==> src/rtl/core/rbd_pkg.sv <==
package rbd_pkg;

  // Channel widths of RGB555 and of one per-channel sum of four values
  localparam int unsigned CH_W  = 5;
  localparam int unsigned SUM_W = 7;

  // Bit that marks every scaled pixel
  localparam logic [15:0] OPAQUE_BIT = 16'h8000;

  typedef struct packed {
    logic [15:0] pixel;
    logic        frame_start;
  } pix_beat_t;

  typedef struct packed {
    logic [15:0] scaled_pixel;
    logic [5:0]  out_col;
    logic [5:0]  out_row;
    logic        frame_end;
  } res_beat_t;

  // Three per-channel sums, blue on top as in the pixel word
  typedef struct packed {
    logic [SUM_W-1:0] b;
    logic [SUM_W-1:0] g;
    logic [SUM_W-1:0] r;
  } sums_t;

  // Widen the three channels of a pixel into sum fields
  function automatic sums_t spread(input logic [15:0] px);
    sums_t s;
    s.r = SUM_W'(px[4:0]);
    s.g = SUM_W'(px[9:5]);
    s.b = SUM_W'(px[14:10]);
    return s;
  endfunction

  // Divide each sum by four, truncating, and pack as RGB555
  function automatic logic [14:0] quarter(input sums_t s);
    return {s.b[SUM_W-1:2], s.g[SUM_W-1:2], s.r[SUM_W-1:2]};
  endfunction

  function automatic sums_t add_sums(input sums_t a, input sums_t c);
    sums_t s;
    s.r = a.r + c.r;
    s.g = a.g + c.g;
    s.b = a.b + c.b;
    return s;
  endfunction

endpackage

==> src/rtl/core/rbd_line_store.sv <==
module rbd_line_store #(
  parameter int DEPTH = 64,
  parameter int AW    = 6
) (
  input  logic          clk,
  input  logic          rd_en,
  input  logic [AW-1:0] rd_addr,
  output rbd_pkg::sums_t rd_data,
  input  logic          wr_en,
  input  logic [AW-1:0] wr_addr,
  input  rbd_pkg::sums_t wr_data
);
  import rbd_pkg::*;

  sums_t mem [DEPTH];

  // Write port
  always_ff @(posedge clk) begin
    if (wr_en) begin
      mem[wr_addr] <= wr_data;
    end
  end

  // Registered read port, held while no read is issued
  always_ff @(posedge clk) begin
    if (rd_en) begin
      rd_data <= mem[rd_addr];
    end
  end

endmodule

==> src/rtl/core/rgb555_box_downscale_4x4.sv <==
// 4x4 box-filter downscaler for RGB555 video.
//
// pix channel: one source pixel per beat in raster order, frame_start set on
// the first pixel of a frame (it restarts the position counters). Pixels at
// columns 4*OUT_WIDTH and up and trailing partial groups or bands are dropped.
// res channel: one scaled pixel per 4x4 block, bit 15 set, with its output
// column and row; frame_end marks the last block of the frame.
//
// Throughput is one pixel per clock while pix is not stalled. The line
// store has one read and one write port; a group of four pixels reads its
// column entry once and writes it back from the write-back stage, and the
// same entry is not read again for at least four beats, so no forwarding
// is needed. The result of a block passes the write-back stage and then
// the output register after the beat that carries the block's last pixel.
// Reset clears the position counters and empties the pipeline; the line
// store needs no clearing pass, since the first row of a band overwrites it.
// When res is stalled with a result held, one more block completion can wait
// in the write-back stage; pix is stalled for as long as it waits there.
module rgb555_box_downscale_4x4 #(
  parameter int SRC_WIDTH  = 256,
  parameter int SRC_HEIGHT = 192,
  parameter int OUT_WIDTH  = 64
) (
  input  logic               clk,
  input  logic               rst,
  input  logic               pix_valid,
  output logic               pix_stall,
  input  rbd_pkg::pix_beat_t pix,
  output logic               res_valid,
  input  logic               res_stall,
  output rbd_pkg::res_beat_t res
);
  import rbd_pkg::*;

  localparam int CW = $clog2(SRC_WIDTH);
  localparam int RW = $clog2(SRC_HEIGHT);
  localparam int AW = (OUT_WIDTH > 1) ? $clog2(OUT_WIDTH) : 1;
  localparam logic [31:0] LAST_OCOL = 32'(OUT_WIDTH - 1);
  localparam logic [31:0] LAST_OROW = 32'(SRC_HEIGHT / 4 - 1);

  // Position and horizontal group state
  logic [CW-1:0] src_col, src_col_next;
  logic [RW-1:0] src_row, src_row_next;
  sums_t         horiz_sums, horiz_sums_next;

  // Write-back stage
  logic          s1_valid;
  sums_t         s1_avg;
  logic [AW-1:0] s1_addr;
  logic          s1_first;
  logic          s1_last;
  logic [5:0]    s1_col;
  logic [5:0]    s1_row;
  logic          s1_fend;
  logic          s1_go;

  logic          accept;
  logic [CW-1:0] col_eff;
  logic [RW-1:0] row_eff;
  logic [CW:0]   col_inc;
  logic [RW:0]   row_inc;
  logic [31:0]   ocol;
  logic [31:0]   orow;
  logic          in_range;
  logic          group_done;
  sums_t         rd_data;
  sums_t         vert_sum;

  // Stall only when a finished block cannot move into the output register
  assign s1_go     = s1_valid && (!s1_last || !res_valid || !res_stall);
  assign pix_stall = s1_valid && !s1_go;
  assign accept    = pix_valid && !pix_stall;

  // Position of this pixel, restarted by frame_start
  always_comb begin
    col_eff    = pix.frame_start ? '0 : src_col;
    row_eff    = pix.frame_start ? '0 : src_row;
    ocol       = 32'(col_eff) >> 2;
    orow       = 32'(row_eff) >> 2;
    in_range   = ocol < 32'(OUT_WIDTH);
    group_done = in_range && (col_eff[1:0] == 2'd3);
  end

  // Advance the counters with wrap at the frame edges
  always_comb begin
    col_inc      = {1'b0, col_eff} + 1'b1;
    row_inc      = {1'b0, row_eff} + 1'b1;
    src_col_next = col_inc[CW-1:0];
    src_row_next = row_eff;
    if (col_inc >= (CW+1)'(SRC_WIDTH)) begin
      src_col_next = '0;
      src_row_next = row_inc[RW-1:0];
      if (row_inc >= (RW+1)'(SRC_HEIGHT)) begin
        src_row_next = '0;
      end
    end
  end

  // Accumulate the horizontal group
  always_comb begin
    horiz_sums_next = horiz_sums;
    if (in_range) begin
      if (col_eff[1:0] == 2'd0) begin
        horiz_sums_next = spread(pix.pixel);
      end else begin
        horiz_sums_next = add_sums(horiz_sums, spread(pix.pixel));
      end
    end
  end

  always_ff @(posedge clk) begin
    if (rst) begin
      src_col <= '0;
      src_row <= '0;
    end else if (accept) begin
      src_col <= src_col_next;
      src_row <= src_row_next;
    end
  end

  always_ff @(posedge clk) begin
    if (accept) begin
      horiz_sums <= horiz_sums_next;
    end
  end

  // Hand a finished group to the write-back stage
  always_ff @(posedge clk) begin
    if (rst) begin
      s1_valid <= 1'b0;
    end else if (accept) begin
      s1_valid <= group_done;
    end else if (s1_go) begin
      s1_valid <= 1'b0;
    end
  end

  always_ff @(posedge clk) begin
    if (accept && group_done) begin
      s1_avg   <= spread({1'b0, quarter(horiz_sums_next)});
      s1_addr  <= ocol[AW-1:0];
      s1_first <= (row_eff[1:0] == 2'd0);
      s1_last  <= (row_eff[1:0] == 2'd3);
      s1_col   <= ocol[5:0];
      s1_row   <= orow[5:0];
      s1_fend  <= (ocol == LAST_OCOL) && (orow == LAST_OROW);
    end
  end

  // Read the column entry with the group, write it back one stage later
  rbd_line_store #(
    .DEPTH (OUT_WIDTH),
    .AW    (AW)
  ) u_store (
    .clk     (clk),
    .rd_en   (accept && group_done),
    .rd_addr (ocol[AW-1:0]),
    .rd_data (rd_data),
    .wr_en   (s1_go),
    .wr_addr (s1_addr),
    .wr_data (vert_sum)
  );

  assign vert_sum = s1_first ? s1_avg : add_sums(rd_data, s1_avg);

  // Output register: load on a completed band, drop when taken
  always_ff @(posedge clk) begin
    if (rst) begin
      res_valid <= 1'b0;
    end else if (s1_go && s1_last) begin
      res_valid <= 1'b1;
    end else if (!res_stall) begin
      res_valid <= 1'b0;
    end
  end

  always_ff @(posedge clk) begin
    if (s1_go && s1_last) begin
      res.scaled_pixel <= OPAQUE_BIT | {1'b0, quarter(vert_sum)};
      res.out_col      <= s1_col;
      res.out_row      <= s1_row;
      res.frame_end    <= s1_fend;
    end
  end

endmodule

==> config.mk <==
export PLATFORM = sky130hd
export DESIGN_NAME = rgb555_box_downscale_4x4
export DESIGN_NICKNAME = d
export VERILOG_FILES = /design/src/rtl/core/rbd_pkg.sv /design/src/rtl/core/rbd_line_store.sv /design/src/rtl/core/rgb555_box_downscale_4x4.sv
export SDC_FILE = /design/constraint.sdc
export NUM_CORES = 2
export LEC_CHECK = 0
export BUFFER_PORTS_ARGS = -buffer_cell sky130_fd_sc_hd__buf_2
export CAP_MARGIN = 20
export CORE_UTILIZATION = 61
export CTS_CLUSTER_SIZE = 8
export DETAILED_ROUTE_END_ITERATION = 10
export HOLD_SLACK_MARGIN = 0.15
export PLACE_DENSITY = 0.85
export SYNTH_ARGS = -nofsm -noshare
export SYNTH_HDL_FRONTEND = slang
export SYNTH_SLANG_ARGS = --single-unit
==> constraint.sdc <==
create_clock -name clk -period 12.65 [get_ports clk]
set_clock_uncertainty 0.1 [all_clocks]
set_input_delay 0.6325 -clock clk [delete_from_list [all_inputs] [get_ports clk]]
set_output_delay 0.6325 -clock clk [all_outputs]
set_load 0.005 [all_outputs]
==> results.toml <==
[run_status]
outcome = "complete, no violations"

[placed_design]
io_buffers = 49
post_dp_cell_area_um2 = 60980
dp.cells = 4856
dpl.hpwl_um = 82210
gp_congestion = 0.8785

[sta]
maxSlewViolCount = 0
setup_viol = 0
fin_crit_sh = 0.4232
tns_ns = 0
post-route-min-period_ns = 5.354
fmax_ghz = 0.1868
hold_viol_final = 0
relSlewSlack = 0.1840
rsz0062_at_grt = "false"
worstMarginPinSlew_ns = 1.224

[cells_and_area]
final_common_cell = "edfxtp_1"
most-common-layout-cells = "1444 x edfxtp_1, 314 x mux2i_1, 218 x a21oi_1, 201 x nand2_1, 201 x clkbuf_16"
multi_input_area_um2 = 14150
fin_cells = 5125
fillCellCount = 5275
syn2layout_area_growth_pct = 13.28
drive_above_1_share = 0.1563
seq_area_um2 = 43730
final_area_um2 = 66820
nNetsFinal = 3881

[global_route]
grt_usage = 0.3205
grt_pass1_wl_um = 229500
grt_pass1_vias = 36302
overflow = 0
grt_max_degree = 77
antenna_found_initial = 2

[clock_tree]
clock_path_buffers = 3
cts_resized = 0
cts_made_buffers = 200
clk_latency_ns = 0.82
cts_tree = "done"
clock_sinks = 1462
clk_pin_slew_ns = 0.05
htree_levels = 4
cts_root_buffer = "clkbuf_16"

[synth]
synth-edff-count = 1444
synthFlopType = "edfxtp_1"
syn_avg_cell_area_um2 = 16.11
yosysSeqAreaShare = 0.7412
syn_inst = 3662
async_flop_share = 0
yosysUniqueCellTypes = 73
synth_warnings = 0
ys_seq_elements = 1462
synth_nets = 3722
syn_area_um2 = 58990

[worst_hold_path]
min-delay-start = "pix[13]"
whs_path_depth = 3
min_path_type = "primary input to flop"
worstHoldEndpoint = "s1_avg[14]"

[floorplan]
die_height_um = 313.0
dieArea_um2 = 97950
pin_count = 52
initial_core_util = 0.6181
core_um2 = 95440
die_w_um = 313.0
row_count = 113

[critical_path]
cp-start-kind = "flop"
r2r_start = "src_col[2]"
arrival_ns = 5.91
crit_path_end_kind = "flop"
reg2reg_slack_ns = 7.30
crit_type = "flop to flop"
cp_max_fo = 75
r2r_end = "u_store.rd_data[14]"
r2r.worst_path.cells = 9
worstPathRequired_ns = 13.21

[power]
p_per_area_nw_per_um2 = 152.1
power.ir.vdd_worst_uv = 136.0
power_mw = 10.16
leakage_nw = 20.62

[route]
routedWlPerCell_um = 31.26
routed_wl_um = 160200
first_pass_iters = 9
via_count = 36966
drtIter0Drc = 6306
drc = 0
drtAntennaViolNets = 0
via_per_inst = 7.213

[job]
cap_viol_max_count = 0
==> critical path: stages, from the launching register on <==
cell      delay (ns)
dfxtp_4         0.67
buf_4           0.65
buf_4           0.62
buf_4           0.68
buf_4           0.69
o221ai_1        0.25
o21ai_0         0.17
a22oi_1         0.22
a221oi_1        0.77
a31o_1          0.23
==> worst max path at each step <==
stage / startpoint / endpoint / cells after the start
after floorplan: s1_avg[0] / res[15] / 8
after global placement: pix[0] / u_store.rd_data[17] / 10
after detailed placement: pix[0] / u_store.rd_data[17] / 10
after CTS: src_col[2] / u_store.rd_data[14] / 9
after global routing: src_col[2] / u_store.rd_data[14] / 9
final: src_col[2] / u_store.rd_data[14] / 9
==> what timing repair did <==
action | CTS | global route
setup buffers | 0 | 0
endpoints found under the hold margin | 26 | 0
hold buffers | 17 | 0
==> stage by stage <==
step	setup slack [ns]	hold WS (ns)	util
after floorplan	7.903	0.3003	-
after global placement	7.326	0.3007	0.6374
after detailed placement	7.346	0.3045	0.6389
after CTS	7.490	0.1708	0.6981
after global routing	7.265	0.2305	0.7002
final	7.296	0.1961	0.7002
==> layout make-up <==
class | count | area share
Sequential cell | 1462 | 0.6544
Multi-Input combinational cell | 1903 | 0.2118
Clock buffer | 226 | 0.07667
Timing Repair Buffer | 212 | 0.02571
Tap cell | 1265 | 0.02369
Clock inverter | 14 | 0.005318
Inverter | 42 | 0.002397
Antenna cell | 1 | 0.00003745
==> Yosys cell counts (20+ instances only) <==
| master | n | area share |
|---|---|---|
| o22a_1 | 34 | 0.0050 |
| edfxtp_1 | 1444 | 0.74 |
| a32o_1 | 20 | 0.0034 |
| o22ai_1 | 73 | 0.0077 |
| o31ai_1 | 41 | 0.0052 |
| o21ai_0 | 122 | 0.010 |
| o221a_2 | 24 | 0.0046 |
| a221oi_1 | 36 | 0.0053 |
| mux2i_1 | 317 | 0.054 |
| nand2_1 | 201 | 0.013 |
| buf_4 | 44 | 0.0056 |
| a22oi_1 | 67 | 0.0085 |
| nor2_1 | 108 | 0.0069 |
| o211ai_1 | 28 | 0.0036 |
| nand3_1 | 24 | 0.0020 |
| a221o_1 | 33 | 0.0056 |
| clkbuf_1 | 95 | 0.0060 |
| inv_1 | 38 | 0.0024 |
| a21oi_1 | 219 | 0.019 |
| a211oi_1 | 58 | 0.0074 |
| nor2b_1 | 123 | 0.013 |
| ha_1 | 33 | 0.0070 |
| buf_2 | 88 | 0.0075 |
| a31oi_1 | 33 | 0.0035 |
| o221ai_1 | 79 | 0.012 |
| a211o_1 | 29 | 0.0043 |
| mux2_2 | 36 | 0.0069 |
==> where the power goes <==
part,internal [mW],total [mW],switching (mW)
registers,5.27,5.27,0.00283
logic,0.0341,0.103,0.0685
clock network,2.83,4.79,1.96
total,8.13,10.2,2.03
==> layer usage <==
| layer | up-vias | GRT usage | part of all wire |
|---|---|---|---|
| li1 | 14831 | - | - |
| met3 | 636 | 0.09594 | 0.14 |
| met5 | - | 0 | 0 |
| met4 | 0 | 0.1917 | 0.064 |
| met2 | 3432 | 0.4900 | 0.46 |
| met1 | 18067 | 0.4078 | 0.33 |
==> sequential cells by signal, summed over array words and instances (netlist names), 8 cells and up <==
name / cells
s1_avg: 15
horiz_sums: 21
src_row: 8
u_store.rd_data: 21
src_col: 8
res: 28
u_store.mem: 1344
==> kinds of logic after synthesis <==
| kind of cell | synth area share |
|---|---|
| flops | 0.7412 |
| buf+inv | 0.02562 |
| other cells | 0.00006357 |
| compound gates | 0.1146 |
| fa+ha+maj | 0.009036 |
| xor+xnor | 0.003563 |
| simple gates | 0.04198 |
| mux | 0.06397 |
Note: power is estimated with default switching activity, not from simulation.
